File: src/kcht_ram.sv
// Generic single-write, single-read synchronous RAM with registered read data.
// Stand-alone; no package dependency.

module kcht_ram #(
   parameter int WIDTH = 8,
   parameter int DEPTH = 16
) (
   input  logic                     clock,
   input  logic                     wr_en,
   input  logic [$clog2(DEPTH)-1:0] wr_addr,
   input  logic [WIDTH-1:0]         wr_data,
   input  logic                     rd_en,
   input  logic [$clog2(DEPTH)-1:0] rd_addr,
   output logic [WIDTH-1:0]         rd_data
);

   logic [WIDTH-1:0] mem_ff [DEPTH];
   logic [WIDTH-1:0] rd_data_ff;

   always_ff @(posedge clock) begin
      if (wr_en) begin
         mem_ff[wr_addr] <= wr_data;
      end
      if (rd_en) begin
         rd_data_ff <= mem_ff[rd_addr];
      end
   end

   assign rd_data = rd_data_ff;

endmodule

File: config.mk
export PLATFORM = sky130hd
export DESIGN_NAME = kcht_ram
export DESIGN_NICKNAME = d
export VERILOG_FILES = /design/src/kcht_ram.sv
export SDC_FILE = /design/constraint.sdc
export NUM_CORES = 1
export LEC_CHECK = 0
export BUFFER_PORTS_ARGS = -buffer_cell sky130_fd_sc_hd__buf_2
export CELL_PAD_IN_SITES_DETAIL_PLACEMENT = 1
export CELL_PAD_IN_SITES_GLOBAL_PLACEMENT = 2
export CORE_ASPECT_RATIO = 0.5
export CORE_MARGIN = 3
export CORE_UTILIZATION = 40
export CTS_CLUSTER_DIAMETER = 200
export CTS_CLUSTER_SIZE = 12
export DETAILED_ROUTE_END_ITERATION = 10
export PLACE_DENSITY = 0.69
export SETUP_SLACK_MARGIN = 0.1
export SYNTH_ARGS = -nofsm -noshare
export SYNTH_HDL_FRONTEND = slang
export SYNTH_SLANG_ARGS = --single-unit
File: constraint.sdc
create_clock -name clock -period 2.7 [get_ports clock]
set_clock_uncertainty 0.05 [all_clocks]
set_input_delay 0.405 -clock clock [delete_from_list [all_inputs] [get_ports clock]]
set_output_delay 0.405 -clock clock [all_outputs]
set_load 0.03 [all_outputs]
======== Word-level counts from Yosys, hierarchy flattened ========
Memories as Yosys holds them, arrays and structs flattened. A register that Yosys moved wholly into a read port is not among the register bits.
Cells that the tools add are included.
storage, ports and cells
  register bits after elaboration ......... 0
  memory bits (writable) .................. 128
  input bits .............................. 19
  output and inout bits ................... 8
  word-level logic and storage cells ...... 3
  memories kept ........................... 1
cells by class
  multiplexer cells ....................... 2
memory list
  name    depth  width  read ports  clocked after Yosys merged registers in  write ports  RTL line  source
  mem_ff  16     8      1           1                                        1            17        logic [WIDTH-1:0] mem_ff [DEPTH];
operator list
  operator          count
  2-to-1 mux 1 bit  2

======== Logic depth before layout (Yosys ltp) ========
Gate-level depths: netlist of the first run.
  word-level depth ........................ 2
  gate-level depth with buffers ........... 5
  depth with buffers taken out ............ 3

======== Least setup slack after synthesis of the first run ========
OpenSTA, ideal clock, no wires.
  path kind ............................... input -> register
  start point ............................. in wr_addr[2]
  end point ............................... mem mem_ff[0][0] (enable)
  library setup time ...................... 0.383 ns
  arrival ................................. 1.515 ns
  data required time ...................... 2.267 ns
  slack ................................... 0.752 ns
  stages .................................. 2
  path buffers ............................ 0
  cell sequence ........................... or3b_2 nor3_1
RTL lines
  what             RTL line  source
  start, declared  10        input logic [$clog2(DEPTH)-1:0] wr_addr,
  end, declared    17
Straight into the memory's write port.

==> flow_summary.yaml, run 1 <==
status:
  outcome: "finished clean"
route:
  dr.pass1.iters: 4
  vias: 2453
  detailedRoute.firstIterationViolations: 233
  ant_nets: 0
  wire_per_inst_um: 24.2
  vias_per_cell: 5.36
  totalWireLength_mm: 11.1
  route.detailed.drc: 0
hold_path:
  min_delay_worst_endpoint: "rd_data[5]$_DFFE_PP_"
  worstHoldStart: "rd_en"
  hp-class: "input pin to register"
  hold_path_depth: 1
clock_tree:
  clock_sink_count: 136
  cts_resized: 0
  cts_tree: "built"
  clkSlewWorstSetupHoldPaths_ns: 0.06
  cts.path.max_buffers: 2
  post-cts-setup-buffer-count: 0
  holdBufCountCts: 0
  worstSkewPairLatency_ns: 0.41
  cts_root_buf: "clkbuf_16"
  clock_h_tree_levels: 4
  tritoncts_buffer_count: 17
logic_synthesis:
  synth_top_family_by_area: "multiplexers"
  sequential_share_of_the_synthesized_area_pct: 78.1
  yosys_warning_total: 0
  synth_area_in_compound_gates_pct: 2.30
  adder_and_majority_gate_portion_of_the_synthesized_area_pct: 0
  number_of_different_library_cells_in_the_post_synthesis_netlist: 18
  mappedNetlistArea_um2: 5230
  synth_area_per_inst_um2: 22.8
  synth_xor_area_share_pct: 0
  synth.ff_latch_count: 136
  synth.mux.area_fraction_pct: 14.8
  synthSimpleGateAreaFrac_pct: 3.14
  synth_fp_nets: 248
  synthCells: 229
timing:
  max_clock_freq_mhz: 539
  fin_tns_setup_ns: 0
  worst_pin_slew_ns: 0.864
  post-route-worst-setup-slack_ns: 0.845
  slew_viol_final: 0
  worst_hold_slack_ns: 0.324
  final_period_util_pct: 68.7
  worst_slew_margin_rel_pct: 42.3
  finalSetupViolCount: 0
  fin_crit_ns: 1.85
  timing_hold_violations_final: 0
  rsz0062_at_grt: "no"
power:
  p_int_mw: 3.90
  net-switching-power_mw: 0.969
  netSwitchingFraction_pct: 19.9
  power.density_nw_per_um2: 784
  vdd.ir_drop.worst_mv: 0.363
  seqPwrFrac_pct: 49.2
  pwr-share-comb_pct: 5.0
  clock_power_share_pct: 45.8
  p_leak_nw: 2.09
setup_path:
  critPathRequiredTime_ns: 2.79
  worst_path_max_delay_cell: "mux4_1"
  timing.setup.critical_path_class: "input pin to register"
  worst_setup_path_end_kind: "register"
  ff2ff_setup_slack_ns: 0.91
  worst_setup_path_start_kind: "input pin"
  r2r_end: "rd_data[3]$_DFFE_PP_"
  worstPathMaxFanout: 32
  critical_path.cell_chain: "buf_2 > buf_12 > mux4_1 > a22oi_1 > nand2_1"
  slowest_delay_ns: 0.60
  worst-endpoint-arrival_ns: 1.95
  rr_startpoint: "mem_ff[1][3]$_DFFE_PP_"
  reg2regPathDepth: 3
die:
  rows: 28
  die_w_um: 168
  number_of_primary_i_o_pins: 27
  die_h_um: 86.8
  floorplan.initialDensity_pct: 42.6
  placeableCoreArea_um2: 12300
  die_area_um2: 14600
finish:
  final-instance-count-excl-fill: 458
  multi_input_comb_area_um2: 1060
  areaGrowthSynthToFinish_pct: 18.7
  post_route_cells_drive_above_1_share_pct: 30.4
  finalNetCount: 301
  seq_cell_area_um2: 4080
  fillerInstances: 1120
  num_antenna_cells: 0
flow_run:
  drv_cap: 0
grt:
  grt_pass1_vias: 2622
  wire_length_of_the_first_global_routing_pass_mm: 16.7
  number_of_antenna_violations_at_the_first_check_in_global_routing: 0
  maximum_number_of_pins_on_one_net_before_global_route_repair: 33
  grt_remaining_overflow: 0
  track_usage_pct: 16.4
placed_design:
  globalplace.congestion: 0.740
  pre_cts_slack_ns: 0.470
  hpwlAfterDp_mm: 7.03
  placed_cells_incl_taps: 428
  buffer_ports.inserted: 26
-- sequential cells by signal (all words and copies together), names as in the netlist --
name	cells
mem_ff	128
rd_data	8
-- worst max path at each step --
stage	cells past startpoint	start	to
after detailed placement	5	rd_addr[0]	rd_data[2]$_DFFE_PP_
final	5	rd_addr[0]	rd_data[3]$_DFFE_PP_
after global routing	5	rd_addr[0]	rd_data[2]$_DFFE_PP_
after global placement	5	rd_addr[0]	rd_data[2]$_DFFE_PP_
after CTS	5	rd_addr[0]	rd_data[3]$_DFFE_PP_
after floorplan	2	wr_addr[2]	mem_ff[0][0]$_DFFE_PP_
-- routing by layer --
metal | vias up | part of all wire (%) | GRT usage (%)
li1 | 1084 | - | -
met1 | 1293 | 49 | 24.3
met2 | 63 | 45 | 24.2
met3 | 13 | 5.1 | 3.69
met4 | 0 | 1.0 | 5.79
met5 | - | 0 | 0
-- cells in the final DEF (no fill, tap or decap), types with 2 or more instances in the layout --
cell / instances
edfxtp_1: 136
buf_2: 26
mux4_2: 18
clkbuf_16: 17
a22oi_1: 16
buf_4: 16
mux4_1: 14
nor2_1: 13
nand2_1: 9
nor3_1: 4
clkinv_2: 4
bufinv_16: 3
nand3b_1: 2
nand2b_1: 2
clkinv_1: 2
clkinvlp_4: 2
clkbuf_1: 2
buf_12: 2
-- cell families after synthesis --
group,Yosys count
AOI/OAI and AO/OA,16
buffers and inverters,10
DFF,136
muxes,32
and+or+nand+nor,35
-- power groups by stage --
stage	Clock, mW	Sequential (mW)	Combinational, mW
2_1_floorplan	0	2.45	0.120
3_3_place_gp	0	2.44	0.239
3_5_place_dp	0	2.44	0.247
4_1_cts	2.27	2.40	0.248
5_1_grt	2.37	2.40	0.265
6_report	2.23	2.39	0.243
-- worst max-delay path, delay by kind of cell --
family	cells	cell delay, ns
simple gates	1	0.09
compound gates	1	0.48
mux	1	0.60
buf+inv	2	0.35
-- stage by stage --
| step | area (um^2) | util [%] | power [mW] |
|---|---|---|---|
| after floorplan | 5230 | - | 2.57 |
| after global placement | 5640 | 46.0 | 2.68 |
| after detailed placement | 5640 | 46.0 | 2.69 |
| after CTS | 6200 | 50.6 | 4.91 |
| after global routing | 6200 | 50.6 | 5.03 |
| final | 6200 | 50.6 | 4.87 |
-- layout make-up --
type,instances,share of cell area [%]
Multi-Input combinational cell,83,17.0
Clock inverter,11,2.14
Clock buffer,19,6.98
Timing Repair Buffer,44,4.68
Tap cell,165,3.33
Sequential cell,136,65.8
-- synth_stat cells, drive strengths merged --
cell type / instances / area, um^2
a22oi: 16 / 120
and2: 1 / 6.26
and2b: 1 / 7.51
buf: 7 / 56.3
clkdlybuf4s25: 3 / 30.0
edfxtp: 136 / 4080
mux4: 32 / 773
nand2: 9 / 33.8
nand2b: 2 / 12.5
nand3: 1 / 5.00
nand3b: 2 / 15.0
nor2: 13 / 48.8
nor2b: 1 / 6.26
nor3: 4 / 20.0
or3b: 1 / 8.76
(Power assumes the default switching activity.)
==> inputs of run 2 (changes only) <==
--- a/config.mk
+++ b/config.mk
@@ -5,16 +5,17 @@
 export SDC_FILE = /design/constraint.sdc
 export NUM_CORES = 1
 export LEC_CHECK = 0
+export ABC_AREA = 1
 export BUFFER_PORTS_ARGS = -buffer_cell sky130_fd_sc_hd__buf_2
 export CELL_PAD_IN_SITES_DETAIL_PLACEMENT = 1
 export CELL_PAD_IN_SITES_GLOBAL_PLACEMENT = 2
 export CORE_ASPECT_RATIO = 0.5
 export CORE_MARGIN = 3
-export CORE_UTILIZATION = 40
+export CORE_UTILIZATION = 37
 export CTS_CLUSTER_DIAMETER = 200
 export CTS_CLUSTER_SIZE = 12
 export DETAILED_ROUTE_END_ITERATION = 10
-export PLACE_DENSITY = 0.69
+export PLACE_DENSITY = 0.78
 export SETUP_SLACK_MARGIN = 0.1
 export SYNTH_ARGS = -nofsm -noshare
 export SYNTH_HDL_FRONTEND = slang
==> constraint.sdc (replaced) <==
create_clock -name clock -period 1.65 [get_ports clock]
set_clock_uncertainty 0.05 [all_clocks]
set_input_delay 0.2475 -clock clock [delete_from_list [all_inputs] [get_ports clock]]
set_output_delay 0.2475 -clock clock [all_outputs]
set_load 0.03 [all_outputs]
==> flow_summary.yaml, run 2 <==
clock_tree:
  tritoncts_buffer_count: 17
  clock_h_tree_levels: 4
  worstSkewPairLatency_ns: 0.42
  cts_tree: "built"
  cts_resized: 0
  cts.path.max_buffers: 2
  clkSlewWorstSetupHoldPaths_ns: 0.06
  cts_root_buf: "clkbuf_16"
  post-cts-setup-buffer-count: 0
  holdBufCountCts: 0
  clock_sink_count: 136
logic_synthesis:
  sequential_share_of_the_synthesized_area_pct: 69.8
  post-synth-top-count-cell: "nand2_1"
  synth.ff_latch_count: 136
  number_of_different_library_cells_in_the_post_synthesis_netlist: 11
  synth_top_cells_by_count: "173 x nand2_1, 136 x edfxtp_1, 100 x inv_1, 97 x nand3_1, 17 x nor2_1"
  synthCells: 551
  yosys_warning_total: 0
  synth_fp_nets: 570
  dominantRegCellSynth: "edfxtp_1"
  post_synth_edffs: 136
  cell_type_contributing_the_most_total_cell_area_after_synthesis: "edfxtp_1"
  synth_area_per_inst_um2: 10.6
  synth.top_cell.area_share_pct: 69.8
  ys_top_cells_by_area: "edfxtp_1 70%, nand2_1 11%, nand3_1 8.3%"
  synth-async-reset-ratio_pct: 0
  mappedNetlistArea_um2: 5850
power:
  clock_power_share_pct: 45.5
  net-switching-power_mw: 1.94
  seqPwrFrac_pct: 47.7
  p_int_mw: 6.29
  pwr-share-comb_pct: 6.8
  p_leak_nw: 2.97
  netSwitchingFraction_pct: 23.6
  power.density_nw_per_um2: 1190
  vdd.ir_drop.worst_mv: 0.744
timing:
  slew_viol_final: 0
  fin_tns_setup_ns: 0
  worst_pin_slew_ns: 0.398
  post-route-worst-setup-slack_ns: 0.233
  rsz0062_at_grt: "no"
  worst_slew_margin_rel_pct: 73.4
  timing_hold_violations_final: 0
  max_clock_freq_mhz: 706
  worst_hold_slack_ns: 0.182
  final_period_util_pct: 85.9
  finalSetupViolCount: 0
  fin_crit_ns: 1.42
die:
  placeableCoreArea_um2: 14900
  rows: 31
  number_of_primary_i_o_pins: 27
  floorplan.initialDensity_pct: 39.2
  die_area_um2: 17400
  die_w_um: 184
  die_h_um: 94.9
setup_path:
  ff2ff_setup_slack_ns: 0.39
  critPathRequiredTime_ns: 1.35
  cp_top_family: "flip-flops"
  worstPathMaxFanout: 1
  slowest_delay_ns: 0.47
  critical_path.cell_chain: "buf_2"
  worst-endpoint-arrival_ns: 1.12
  worst_setup_path_start_kind: "register"
  worst_path_max_delay_cell: "edfxtp_1"
  wp_buf_inv: 1
  timing.setup.critical_path_class: "register to primary output"
  worst_setup_path_end_kind: "primary output"
route:
  ant_nets: 0
  vias_per_cell: 5.08
  detailedRoute.firstIterationViolations: 291
  wire_per_inst_um: 20.0
  vias: 4117
  dr.pass1.iters: 5
  route.detailed.drc: 0
  totalWireLength_mm: 16.2
placed_design:
  globalplace.congestion: 0.781
  placedInstanceArea_um2: 6340
  pre_cts_slack_ns: 0.0695
  buffer_ports.inserted: 26
  hpwlAfterDp_mm: 10.3
grt:
  grt-busiest-layer: "met2"
  track_usage_pct: 19.7
  grt_remaining_overflow: 0
  maximum_number_of_pins_on_one_net_before_global_route_repair: 33
  grtUsageMet2_pct: 31.0
  number_of_antenna_violations_at_the_first_check_in_global_routing: 0
  wire_length_of_the_first_global_routing_pass_mm: 24.7
  globalRouteMet1Util_pct: 27.2
  grt_pass1_vias: 4210
  groute.layer.met3.usage_pct: 4.39
finish:
  mostFrequentLayoutCells: "173 x nand2_1, 136 x edfxtp_1, 100 x inv_1, 97 x nand3_1, 26 x buf_2"
  post_route_cells_drive_above_1_share_pct: 14.2
  number_of_flip_flops_under_the_largest_register_name: 128
  finalNetCount: 619
  areaGrowthSynthToFinish_pct: 18.4
  most_common_cell_after_layout_fill_and_taps_aside: "nand2_1"
  max_flop_register: "mem_ff"
  num_antenna_cells: 0
  fillerInstances: 1646
  finish.instance_area_um2: 6920
hold_path:
  hp-class: "input pin to register"
status:
  outcome: "finished clean"
flow_run:
  drv_cap: 0
run 2: changes by cell type after synthesis, sizes merged, moves of 2 or more:
cell / previous run / this run
nand2: 9 / 173
inv: 0 / 102
nand3: 1 / 97
mux4: 32 / 0
buf: 7 / 24
a22oi: 16 / 0
nor2: 13 / 17
nor3: 4 / 0
clkdlybuf4s25: 3 / 0
nand2b: 2 / 0
run 2: cell families after synthesis:
| logic type | Yosys count | synth area share [%] |
|---|---|---|
| flip-flops | 136 | 69.8 |
| buffers and inverters | 126 | 9.39 |
| AND/OR/NAND/NOR | 289 | 20.8 |
run 2: layer usage:
layer  up-vias  routed length (um)
met1      2108                7590
met5         -                   0
met3        23                 786
met2       106                7530
met4         0                 279
li1       1880                   -
run 2: power groups by stage:
stage / Sequential [mW] / Combinational (mW) / Clock [mW]
final: 3.92 / 0.558 / 3.74
after global routing: 3.93 / 0.615 / 3.94
after CTS: 3.92 / 0.561 / 3.78
after detailed placement: 3.99 / 0.553 / 0
after global placement: 3.99 / 0.544 / 0
after floorplan: 4.02 / 0.273 / 0
run 2: worst paths after layout:
path,from,to,cells after the start
worst max-delay path,rd_data[2]$_DFFE_PP_,rd_data[2],1
worst min register to register,mem_ff[6][2]$_DFFE_PP_,rd_data[2]$_DFFE_PP_,6
worst max register to register,mem_ff[9][2]$_DFFE_PP_,rd_data[2]$_DFFE_PP_,6
worst min-delay path,wr_data[1],mem_ff[11][1]$_DFFE_PP_,1
run 2: worst register-to-register path, stage by stage, from the launching register on:
cell and delay [ns]:
edfxtp_1 0.36, inv_1 0.06, nand2_1 0.04, nand3_1 0.10, nand3_1 0.11, nand3_1 0.20, nand2_1 0.08
run 2: cell type report:
cell class | instances | area (um^2) | area share [%]
Multi-Input combinational cell | 289 | 1210 | 17.5
Timing Repair Buffer | 54 | 415 | 6.00
Clock inverter | 14 | 150 | 2.17
Tap cell | 198 | 248 | 3.58
Clock buffer | 18 | 429 | 6.20
Sequential cell | 136 | 4080 | 59.0
Inverter | 102 | 383 | 5.53
run 2: metrics by stage:
stage               util, %  power [mW]  instances
global placement       42.5        4.53        779
detailed placement     42.5        4.55        779
finish                 46.4        8.22        811
CTS                    46.4        8.27        811
global route           46.4        8.48        811
floorplan                 -        4.29        551
