==> config.mk <==
export PLATFORM = sky130hd
export DESIGN_NAME = kcht_ctrl
export DESIGN_NICKNAME = d
export VERILOG_FILES = /design/src/kcht_pkg.sv /design/src/kcht_ctrl.sv
export SDC_FILE = /design/constraint.sdc
export NUM_CORES = 1
export LEC_CHECK = 0
export ABC_AREA = 1
export BUFFER_PORTS_ARGS = -buffer_cell sky130_fd_sc_hd__buf_2
export CORE_UTILIZATION = 53
export CTS_BUF_LIST = sky130_fd_sc_hd__clkbuf_4
export DETAILED_ROUTE_END_ITERATION = 8
export PLACE_DENSITY_LB_ADDON = 0.25
export SLEW_MARGIN = 10
export SYNTH_ARGS = -nofsm -noshare
export SYNTH_HDL_FRONTEND = slang
export SYNTH_SLANG_ARGS = --single-unit
export TNS_END_PERCENT = 50
==> constraint.sdc <==
create_clock -name clock -period 5.55 [get_ports clock]
set_clock_uncertainty 0.1 [all_clocks]
set_input_delay 0.8325 -clock clock [delete_from_list [all_inputs] [get_ports clock]]
set_output_delay 0.8325 -clock clock [all_outputs]
set_load 0.01 [all_outputs]
==> src/kcht_pkg.sv <==
// Shared types and constants for the keyed chained hash table.
// Used by the controller and the top level; depends on nothing.

package kcht_pkg;

   localparam int BUCKETS = 64;
   localparam int ENTRIES = 256;

   localparam int BKT_W  = $clog2(BUCKETS);
   localparam int ADDR_W = $clog2(ENTRIES);
   localparam int IDX_W  = $clog2(ENTRIES + 1);

   localparam int ACT_W = 2;
   localparam int PID_W = 20;
   localparam int TID_W = 31;
   localparam int VAL_W = 32;
   localparam int STS_W = 2;
   localparam int KEY_W = PID_W + TID_W + VAL_W;

   localparam int REQ_DATA_W = ((PID_W + TID_W + VAL_W + 7) / 8) * 8;
   localparam int RSP_DATA_W = VAL_W;

   // The null link is the first index past the pool.
   localparam logic [IDX_W-1:0] NIL = IDX_W'(ENTRIES);

   typedef enum logic [ACT_W-1:0] {
      ACT_ADD    = 2'd0,
      ACT_REMOVE = 2'd1,
      ACT_LOOKUP = 2'd2,
      ACT_CHECK  = 2'd3
   } action_type;

   typedef enum logic [STS_W-1:0] {
      STS_OK   = 2'd0,
      STS_MISS = 2'd1,
      STS_FULL = 2'd2
   } status_type;

   typedef struct packed {
      logic              rd_en;
      logic [BKT_W-1:0]  rd_addr;
      logic              wr_en;
      logic [BKT_W-1:0]  wr_addr;
      logic [IDX_W-1:0]  wr_data;
   } head_port_type;

   typedef struct packed {
      logic              rd_en;
      logic [ADDR_W-1:0] rd_addr;
      logic              wr_en;
      logic [ADDR_W-1:0] wr_addr;
      logic [KEY_W-1:0]  wr_data;
   } key_port_type;

   typedef struct packed {
      logic              rd_en;
      logic [ADDR_W-1:0] rd_addr;
      logic              wr_en;
      logic [ADDR_W-1:0] wr_addr;
      logic [IDX_W-1:0]  wr_data;
   } link_port_type;

endpackage

==> src/kcht_ctrl.sv <==
// Sequencer for the hash table: allocation, chain walk, unlink and result register.
// Depends on kcht_pkg; drives the bucket-head, key and link RAM ports.

module kcht_ctrl (
   input  logic                                clock,
   input  logic                                reset,
   input  logic                                req_tvalid,
   output logic                                req_tready,
   input  logic [kcht_pkg::REQ_DATA_W-1:0]     req_tdata,
   input  logic [kcht_pkg::ACT_W-1:0]          req_tuser,
   output logic                                rsp_tvalid,
   input  logic                                rsp_tready,
   output logic [kcht_pkg::RSP_DATA_W-1:0]     rsp_tdata,
   output logic [kcht_pkg::STS_W-1:0]          rsp_tuser,
   output kcht_pkg::head_port_type             head_port,
   input  logic [kcht_pkg::IDX_W-1:0]          head_rd_data,
   output kcht_pkg::key_port_type              key_port,
   input  logic [kcht_pkg::KEY_W-1:0]          key_rd_data,
   output kcht_pkg::link_port_type             link_port,
   input  logic [kcht_pkg::IDX_W-1:0]          link_rd_data
);

   localparam int PID_W  = kcht_pkg::PID_W;
   localparam int TID_W  = kcht_pkg::TID_W;
   localparam int VAL_W  = kcht_pkg::VAL_W;
   localparam int BKT_W  = kcht_pkg::BKT_W;
   localparam int ADDR_W = kcht_pkg::ADDR_W;
   localparam int IDX_W  = kcht_pkg::IDX_W;

   typedef enum logic [2:0] {
      S_IDLE,
      S_HEAD,
      S_WALK,
      S_FREE,
      S_RESP
   } state_type;

   state_type                    state_ff, state_in;
   kcht_pkg::action_type         action_ff, action_in;
   logic [PID_W-1:0]             pid_ff, pid_in;
   logic [TID_W-1:0]             tid_ff, tid_in;
   logic [VAL_W-1:0]             val_ff, val_in;
   logic [IDX_W-1:0]             cur_ff, cur_in;
   logic [IDX_W-1:0]             prev_ff, prev_in;
   logic [IDX_W-1:0]             steps_ff, steps_in;
   logic [IDX_W-1:0]             free_head_ff, free_head_in;
   logic [IDX_W-1:0]             fresh_ff, fresh_in;
   logic [kcht_pkg::BUCKETS-1:0] valid_ff, valid_in;
   kcht_pkg::status_type         res_status_ff, res_status_in;
   logic [VAL_W-1:0]             res_value_ff, res_value_in;
   logic                         rsp_tvalid_ff, rsp_tvalid_in;
   kcht_pkg::status_type         rsp_status_ff, rsp_status_in;
   logic [VAL_W-1:0]             rsp_value_ff, rsp_value_in;

   logic [BKT_W-1:0]  bucket;
   logic [IDX_W-1:0]  head_val;
   logic [IDX_W-1:0]  alloc;
   logic              alloc_ok;
   logic [PID_W-1:0]  rd_pid;
   logic [TID_W-1:0]  rd_tid;
   logic [VAL_W-1:0]  rd_val;
   logic              match;
   logic [IDX_W-1:0]  steps_next;

   // The bucket count is a power of two, so the modulo is the low bits.
   assign bucket = pid_ff[BKT_W-1:0];

   assign rd_pid = key_rd_data[PID_W-1:0];
   assign rd_tid = key_rd_data[PID_W+TID_W-1:PID_W];
   assign rd_val = key_rd_data[kcht_pkg::KEY_W-1:PID_W+TID_W];

   assign head_val   = valid_ff[bucket] ? head_rd_data : kcht_pkg::NIL;
   assign match      = (rd_pid == pid_ff) &&
                       ((action_ff == kcht_pkg::ACT_CHECK) || (rd_tid == tid_ff));
   assign steps_next = steps_ff + IDX_W'(1);

   always_comb begin
      state_in      = state_ff;
      action_in     = action_ff;
      pid_in        = pid_ff;
      tid_in        = tid_ff;
      val_in        = val_ff;
      cur_in        = cur_ff;
      prev_in       = prev_ff;
      steps_in      = steps_ff;
      free_head_in  = free_head_ff;
      fresh_in      = fresh_ff;
      valid_in      = valid_ff;
      res_status_in = res_status_ff;
      res_value_in  = res_value_ff;
      rsp_status_in = rsp_status_ff;
      rsp_value_in  = rsp_value_ff;
      rsp_tvalid_in = rsp_tvalid_ff & ~rsp_tready;
      head_port     = '0;
      key_port      = '0;
      link_port     = '0;
      alloc         = kcht_pkg::NIL;
      alloc_ok      = 1'b0;

      unique case (state_ff)
         S_IDLE: begin
            if (req_tvalid) begin
               action_in = kcht_pkg::action_type'(req_tuser);
               pid_in    = req_tdata[PID_W-1:0];
               tid_in    = req_tdata[PID_W+TID_W-1:PID_W];
               val_in    = req_tdata[PID_W+TID_W+VAL_W-1:PID_W+TID_W];
               head_port.rd_en   = 1'b1;
               head_port.rd_addr = req_tdata[BKT_W-1:0];
               // Fetch the successor of the free-list head in case this is an add.
               link_port.rd_en   = 1'b1;
               link_port.rd_addr = free_head_ff[ADDR_W-1:0];
               state_in = S_HEAD;
            end
         end

         S_HEAD: begin
            res_value_in = '0;
            if (action_ff == kcht_pkg::ACT_ADD) begin
               if (free_head_ff != kcht_pkg::NIL) begin
                  alloc        = free_head_ff;
                  alloc_ok     = 1'b1;
                  free_head_in = link_rd_data;
               end else if (fresh_ff != kcht_pkg::NIL) begin
                  alloc    = fresh_ff;
                  alloc_ok = 1'b1;
                  fresh_in = fresh_ff + IDX_W'(1);
               end
               if (alloc_ok) begin
                  key_port.wr_en    = 1'b1;
                  key_port.wr_addr  = alloc[ADDR_W-1:0];
                  key_port.wr_data  = {val_ff, tid_ff, pid_ff};
                  link_port.wr_en   = 1'b1;
                  link_port.wr_addr = alloc[ADDR_W-1:0];
                  link_port.wr_data = head_val;
                  head_port.wr_en   = 1'b1;
                  head_port.wr_addr = bucket;
                  head_port.wr_data = alloc;
                  valid_in[bucket]  = 1'b1;
                  res_status_in     = kcht_pkg::STS_OK;
               end else begin
                  res_status_in = kcht_pkg::STS_FULL;
               end
               state_in = S_RESP;
            end else begin
               res_status_in = kcht_pkg::STS_MISS;
               prev_in       = kcht_pkg::NIL;
               steps_in      = '0;
               cur_in        = head_val;
               if (head_val == kcht_pkg::NIL) begin
                  state_in = S_RESP;
               end else begin
                  key_port.rd_en    = 1'b1;
                  key_port.rd_addr  = head_val[ADDR_W-1:0];
                  link_port.rd_en   = 1'b1;
                  link_port.rd_addr = head_val[ADDR_W-1:0];
                  state_in = S_WALK;
               end
            end
         end

         S_WALK: begin
            if (match) begin
               res_status_in = kcht_pkg::STS_OK;
               state_in      = S_RESP;
               if (action_ff == kcht_pkg::ACT_LOOKUP) begin
                  res_value_in = rd_val;
               end
               if (action_ff == kcht_pkg::ACT_REMOVE) begin
                  // Bypass the hit entry; it joins the free list next cycle.
                  if (prev_ff != kcht_pkg::NIL) begin
                     link_port.wr_en   = 1'b1;
                     link_port.wr_addr = prev_ff[ADDR_W-1:0];
                     link_port.wr_data = link_rd_data;
                  end else begin
                     head_port.wr_en   = 1'b1;
                     head_port.wr_addr = bucket;
                     head_port.wr_data = link_rd_data;
                  end
                  state_in = S_FREE;
               end
            end else begin
               prev_in  = cur_ff;
               cur_in   = link_rd_data;
               steps_in = steps_next;
               if ((link_rd_data == kcht_pkg::NIL) || (steps_next == kcht_pkg::NIL)) begin
                  state_in = S_RESP;
               end else begin
                  key_port.rd_en    = 1'b1;
                  key_port.rd_addr  = link_rd_data[ADDR_W-1:0];
                  link_port.rd_en   = 1'b1;
                  link_port.rd_addr = link_rd_data[ADDR_W-1:0];
               end
            end
         end

         S_FREE: begin
            link_port.wr_en   = 1'b1;
            link_port.wr_addr = cur_ff[ADDR_W-1:0];
            link_port.wr_data = free_head_ff;
            free_head_in      = cur_ff;
            state_in          = S_RESP;
         end

         S_RESP: begin
            // Wait only if the previous result is still held by the receiver.
            if (!rsp_tvalid_ff || rsp_tready) begin
               rsp_tvalid_in = 1'b1;
               rsp_status_in = res_status_ff;
               rsp_value_in  = res_value_ff;
               state_in      = S_IDLE;
            end
         end

         default: begin
            state_in = S_IDLE;
         end
      endcase
   end

   always_ff @(posedge clock) begin
      if (reset) begin
         state_ff      <= S_IDLE;
         free_head_ff  <= kcht_pkg::NIL;
         fresh_ff      <= '0;
         valid_ff      <= '0;
         rsp_tvalid_ff <= 1'b0;
      end else begin
         state_ff      <= state_in;
         free_head_ff  <= free_head_in;
         fresh_ff      <= fresh_in;
         valid_ff      <= valid_in;
         rsp_tvalid_ff <= rsp_tvalid_in;
      end
      action_ff     <= action_in;
      pid_ff        <= pid_in;
      tid_ff        <= tid_in;
      val_ff        <= val_in;
      cur_ff        <= cur_in;
      prev_ff       <= prev_in;
      steps_ff      <= steps_in;
      res_status_ff <= res_status_in;
      res_value_ff  <= res_value_in;
      rsp_status_ff <= rsp_status_in;
      rsp_value_ff  <= rsp_value_in;
   end

   assign req_tready = (state_ff == S_IDLE);
   assign rsp_tvalid = rsp_tvalid_ff;
   assign rsp_tdata  = rsp_value_ff;
   assign rsp_tuser  = rsp_status_ff;

endmodule

# Word-level counts from Yosys, hierarchy flattened
# Cells that the tools add are included.
# totals
reg_bits	266
in_bits	195
out_inout_bits	187
word_cells	131
# op_classes
n_addsub	2
n_lt_le_gt_ge	2
eq_ne	24
mux	64
n_bitwise	4
reduce_logical	19
# ops
operator	n
92-bit 2-to-1 mux	3
9-bit 2-to-1 mux	16
18-bit 2-to-1 mux	5
9-bit one-hot mux with 2 select lines	5
16-bit 2-to-1 mux	5
32-bit 2-to-1 mux	2
64-bit OR	1
32-bit one-hot mux with 2 select lines	1
18-bit one-hot mux with 3 select lines	1
16-bit one-hot mux with 2 select lines	1
31-bit == test	1
9-bit == test, second input constant	3
9-bit != test, second input constant	3
9-bit one-hot mux with 3 select lines	1
3-bit 2-to-1 mux	7
20-bit == test	1
9-bit by 1-bit adder with 9-bit output, second input constant	2
2-bit != test, second input constant	8
3-bit one-hot mux with 5 select lines	1
3-bit AND reduction	5
7-bit 2-to-1 mux	2
1-bit 2-to-1 mux	8
6-bit by 7-bit < comparator with 1-bit output, second input constant	1
1-bit binary-select mux with 6-bit select	1
20 further kinds	31

# Longest topological paths before layout
# depth
word_depth	8
mapped_depth	17
mapped_depth_nobuf	17

# Worst setup path after synthesis
# OpenSTA, ideal clock, no wires.
# synth_path
kind	input -> register
startpoint	in key_rd_data[20] (netlist bit)
endpoint	reg res_value_ff[0], enable pin
setup_ps	461
arrival_time_ps	3844
required_time_ps	4989
path_slack_ps	1145
cell_stages	10
n_path_buf	0
cell_sequence	or2_0 > a21oi_1 > nand3_1 > nor2_1 > nand2_1 > nand2_1 > nand2_2 > inv_2 > nor2_1 > nor3_1
# synth_between
elab_chain_cells	5
# synth_lines
item	line	text
start: declaration	kcht_ctrl.sv:18	input logic [kcht_pkg::KEY_W-1:0] key_rd_data,
31-bit == test	kcht_ctrl.sv:74	((action_ff == kcht_pkg::ACT_CHECK) || (rd_tid == tid_ff));
1-bit logical OR	kcht_ctrl.sv:74	
1-bit logical AND	kcht_ctrl.sv:73	assign match = (rd_pid == pid_ff) &&
2-bit != test (no line)	-	
3-bit AND reduction (no line)	-	
end signal: assignment	kcht_ctrl.sv:242	res_value_ff <= res_value_in;
end: declaration	kcht_ctrl.sv:50	logic [VAL_W-1:0] res_value_ff, res_value_in;
# No other way between the ends.
# A chain may end at the register's enable or synchronous reset.

==> results.py <==
metrics = {
    "power_and_ir_drop": {
        "ir_drop_uv": 258,
        "leakagePower_nw": 7.38,
        "pwr-share-comb_pct": 28.7,
        "seqPwrFrac_pct": 43.7,
        "p_sw_mw": 2.43,
        "p_int_mw": 4.41,
        "powerDensity_mw_per_mm2": 441,
        "pwr-share-clk_pct": 27.6,
        "switching_share_pct": 35.5,
    },
    "global_routing": {
        "overflow": 0,
        "grt_start_max_net_pins": 71,
        "gr-usage-all-layers_pct": 28.4,
        "grt_pass1_wl_um": 52600,
        "antenna_found_initial": 12,
        "grt_pass1_vias": 10500,
    },
    "clock_tree": {
        "clk_latency_ns": 0.66,
        "numCtsBuffers": 70,
        "cts.sinks": 266,
        "cts.clk_slew.worst_paths_ns": 0.08,
        "cts_resized": 0,
        "cts_root_buf": "clkbuf_4",
        "cts_tree": "done",
        "post_cts_buffers": 0,
        "cts_hold_buf": 0,
        "htree_levels": 3,
        "clock_path_buffers": 3,
    },
    "synthesis": {
        "netlist_area_mm2": 0.0124,
        "yosys_warnings": 0,
        "syn-num-nets": 1586,
        "syn_inst": 1388,
        "synth_top_area_share_pct": 43.5,
        "synth_area_leaders": "edfxtp_1 (44%), dfxtp_1 (14%), inv_1 (8.0%)",
        "syn_avg_cell_area_um2": 8.95,
        "ys_ff_latch": 266,
        "synth_cell_types": 48,
        "seq_area_frac_synth_pct": 57.4,
        "dominantRegCellSynth": "edfxtp_1",
        "synth_largest_area_cell": "edfxtp_1",
        "yosys-top-cells-count": "inv_1 (264), nand2_1 (213), nor2_1 (186)",
        "yosysMostFrequentCell": "inv_1",
        "async_reset_ff_share_pct": 0,
        "synth-edff-count": 180,
    },
    "sta": {
        "setup_viol": 0,
        "max_slew.worst_pin.slew_ns": 1.10,
        "relSlewSlack_pct": 26.3,
        "worst_slack_ns": 0.893,
        "timing.setup.tns_ns": 0,
        "min_period_ns": 4.66,
        "final_hold_viol_count": 0,
        "grt_setup_unrepaired": "false",
        "slew_violations": 0,
        "finalCritPeriodShare_pct": 83.9,
        "fmax_mhz": 215,
    },
    "place": {
        "pre_cts_slack_ns": 1.25,
        "place_congestion": 0.931,
        "port_buffers": 376,
        "place_area_mm2": 0.0145,
        "dp_hpwl_um": 24700,
    },
    "cells_and_area": {
        "fin_util_pct": 68.3,
        "drive_above_1_share_pct": 30.2,
        "nets": 1992,
        "fin_area_mm2": 0.0155,
        "nFillCells": 1877,
        "areaGrowthSynthToFinish_pct": 25.2,
    },
    "route": {
        "routed_wl_um": 34300,
        "postRouteAntennaNets": 0,
        "wl_per_cell_um": 15.8,
        "drt_iter0_drc": 873,
        "avgViaCountPerCell": 5.03,
        "first_pass_iters": 7,
        "drcViolationCount": 0,
        "vias": 10900,
    },
    "setup_path": {
        "crit_slowest_cell": "inv_2",
        "start_kind": "flip-flop",
        "cp.required_ns": 4.62,
        "cpMostUsedCell": "nand2_1",
        "crit_type": "flip-flop to primary output",
        "worstPathMaxFanout": 38,
        "crit_chain": "inv_2, nand2_1, nand3_1, nand2_1, o21ai_0, nand2_1, nor2_1, nand2_2, o21ai_0, nand3_1, nand2_2, o21ai_2, inv_1, nand2_1, buf_2",
        "crit_path_end_kind": "primary output",
        "critical-path-max-stage-delay_ns": 0.62,
        "cp.arrival_ns": 3.72,
    },
    "die": {
        "die_area_mm2": 0.0241,
        "boundaryPins": 382,
        "rows": 55,
        "fp.dieH_um": 155,
        "start_util_pct": 54.5,
        "die_w_um": 155,
        "fp.coreArea_mm2": 0.0228,
    },
    "status": {
        "outcome": "complete, no violations",
    },
    "flow_run": {
        "drv_cap": 0,
    },
    "hold_path": {
        "min_path_type": "input pin to flip-flop",
    },
}
==> power groups by stage <==
stage	clock, mW	combinational (mW)	sequential, mW
after floorplan	0	1.29	3.00
after global placement	0	1.92	3.01
after detailed placement	0	1.95	3.02
after CTS	1.93	1.96	2.99
after global routing	2.03	2.18	3.04
final	1.89	1.97	2.99
==> path summary, 6_finish.rpt <==
| kind | startpoint | to | slack, ns | depth (start not counted) |
|---|---|---|---|---|
| worst max-delay path | pid_ff[0] | link_port[21] | 0.89 | 15 |
| worst min-delay path | req_tdata[38] | tid_ff[18] | 0.24 | 1 |
| worst max register to register | pid_ff[0] | state_ff[1] | 2.39 | 14 |
| worst min register to register | res_value_ff[28] | rsp_tdata[28] | 0.29 | 0 |
==> critical path, delay by kind of cell, from the launching register on <==
| family | cells | cell delay, ns |
|---|---|---|
| AND/OR/NAND/NOR | 9 | 1.08 |
| flip-flops | 1 | 0.59 |
| AO/OA/AOI/OAI | 3 | 0.57 |
| buffers and inverters | 3 | 0.82 |
==> cell type report <==
| cell class | count | area (um2) | area share [%] |
|---|---|---|---|
| Antenna cell | 13 | 32.5 | 0.209 |
| Clock inverter | 20 | 199 | 1.28 |
| Clock buffer | 108 | 811 | 5.22 |
| Multi-Input combinational cell | 796 | 4000 | 25.7 |
| Sequential cell | 266 | 7130 | 45.8 |
| Inverter | 274 | 1030 | 6.63 |
| Timing Repair Buffer | 386 | 1960 | 12.6 |
| Tap cell | 313 | 392 | 2.52 |
==> logic make-up (layout without fill, tap and decap cells) <==
group	count (synthesis)	count (layout)	share of synthesized area, %
buffers and inverters	326	788	10.6
adder cells (fa/ha/maj)	3	3	0.302
other	0	13	0
flip-flops	266	266	57.4
XOR/XNOR	53	53	3.80
AO/OA/AOI/OAI	187	187	8.57
AND/OR/NAND/NOR	553	553	19.4
==> metrics by stage <==
step                      cells  hold WS, ns  power [mW]
after floorplan            1388        0.300        4.29
after global placement     2035        0.301        4.93
after detailed placement   2035        0.305        4.97
after CTS                  2163        0.192        6.88
after global routing       2176        0.186        7.24
final                      2176        0.237        6.85
==> metal layers <==
| layer | track usage (%) | routed length [um] | vias up | share of wire [%] |
|---|---|---|---|---|
| li1 | - | - | 5314 | - |
| met1 | 32.7 | 12800 | 4978 | 37 |
| met2 | 47.7 | 16900 | 563 | 49 |
| met3 | 7.86 | 3220 | 91 | 9.4 |
| met4 | 16.0 | 1410 | 0 | 4.1 |
| met5 | 0 | 0 | - | 0 |
==> placed cells by master, fill, tap and decap left out, types with 10 or more instances in the layout <==
| cell type | n |
|---|---|
| nand2_1 | 213 |
| xor2_1 | 31 |
| nor3_1 | 11 |
| nor2_1 | 186 |
| nor2_2 | 11 |
| clkbuf_4 | 108 |
| nand3_1 | 89 |
| clkinv_1 | 10 |
| xnor2_1 | 21 |
| buf_2 | 376 |
| buf_4 | 10 |
| dfxtp_1 | 86 |
| edfxtp_1 | 180 |
| inv_1 | 263 |
| o21ai_0 | 54 |
| a21oi_1 | 89 |
| diode_2 | 13 |
| nand4_1 | 14 |
==> registers in the layout, summed over array words and instances, names as in the netlist, 9 cells and up <==
name,cells
cur_ff,9
free_head_ff,9
fresh_ff,9
pid_ff,20
prev_ff,9
res_value_ff,32
rsp_tdata,32
steps_ff,9
tid_ff,31
val_ff,32
valid_ff,64
Note: power is estimated with default switching activity, not from simulation.
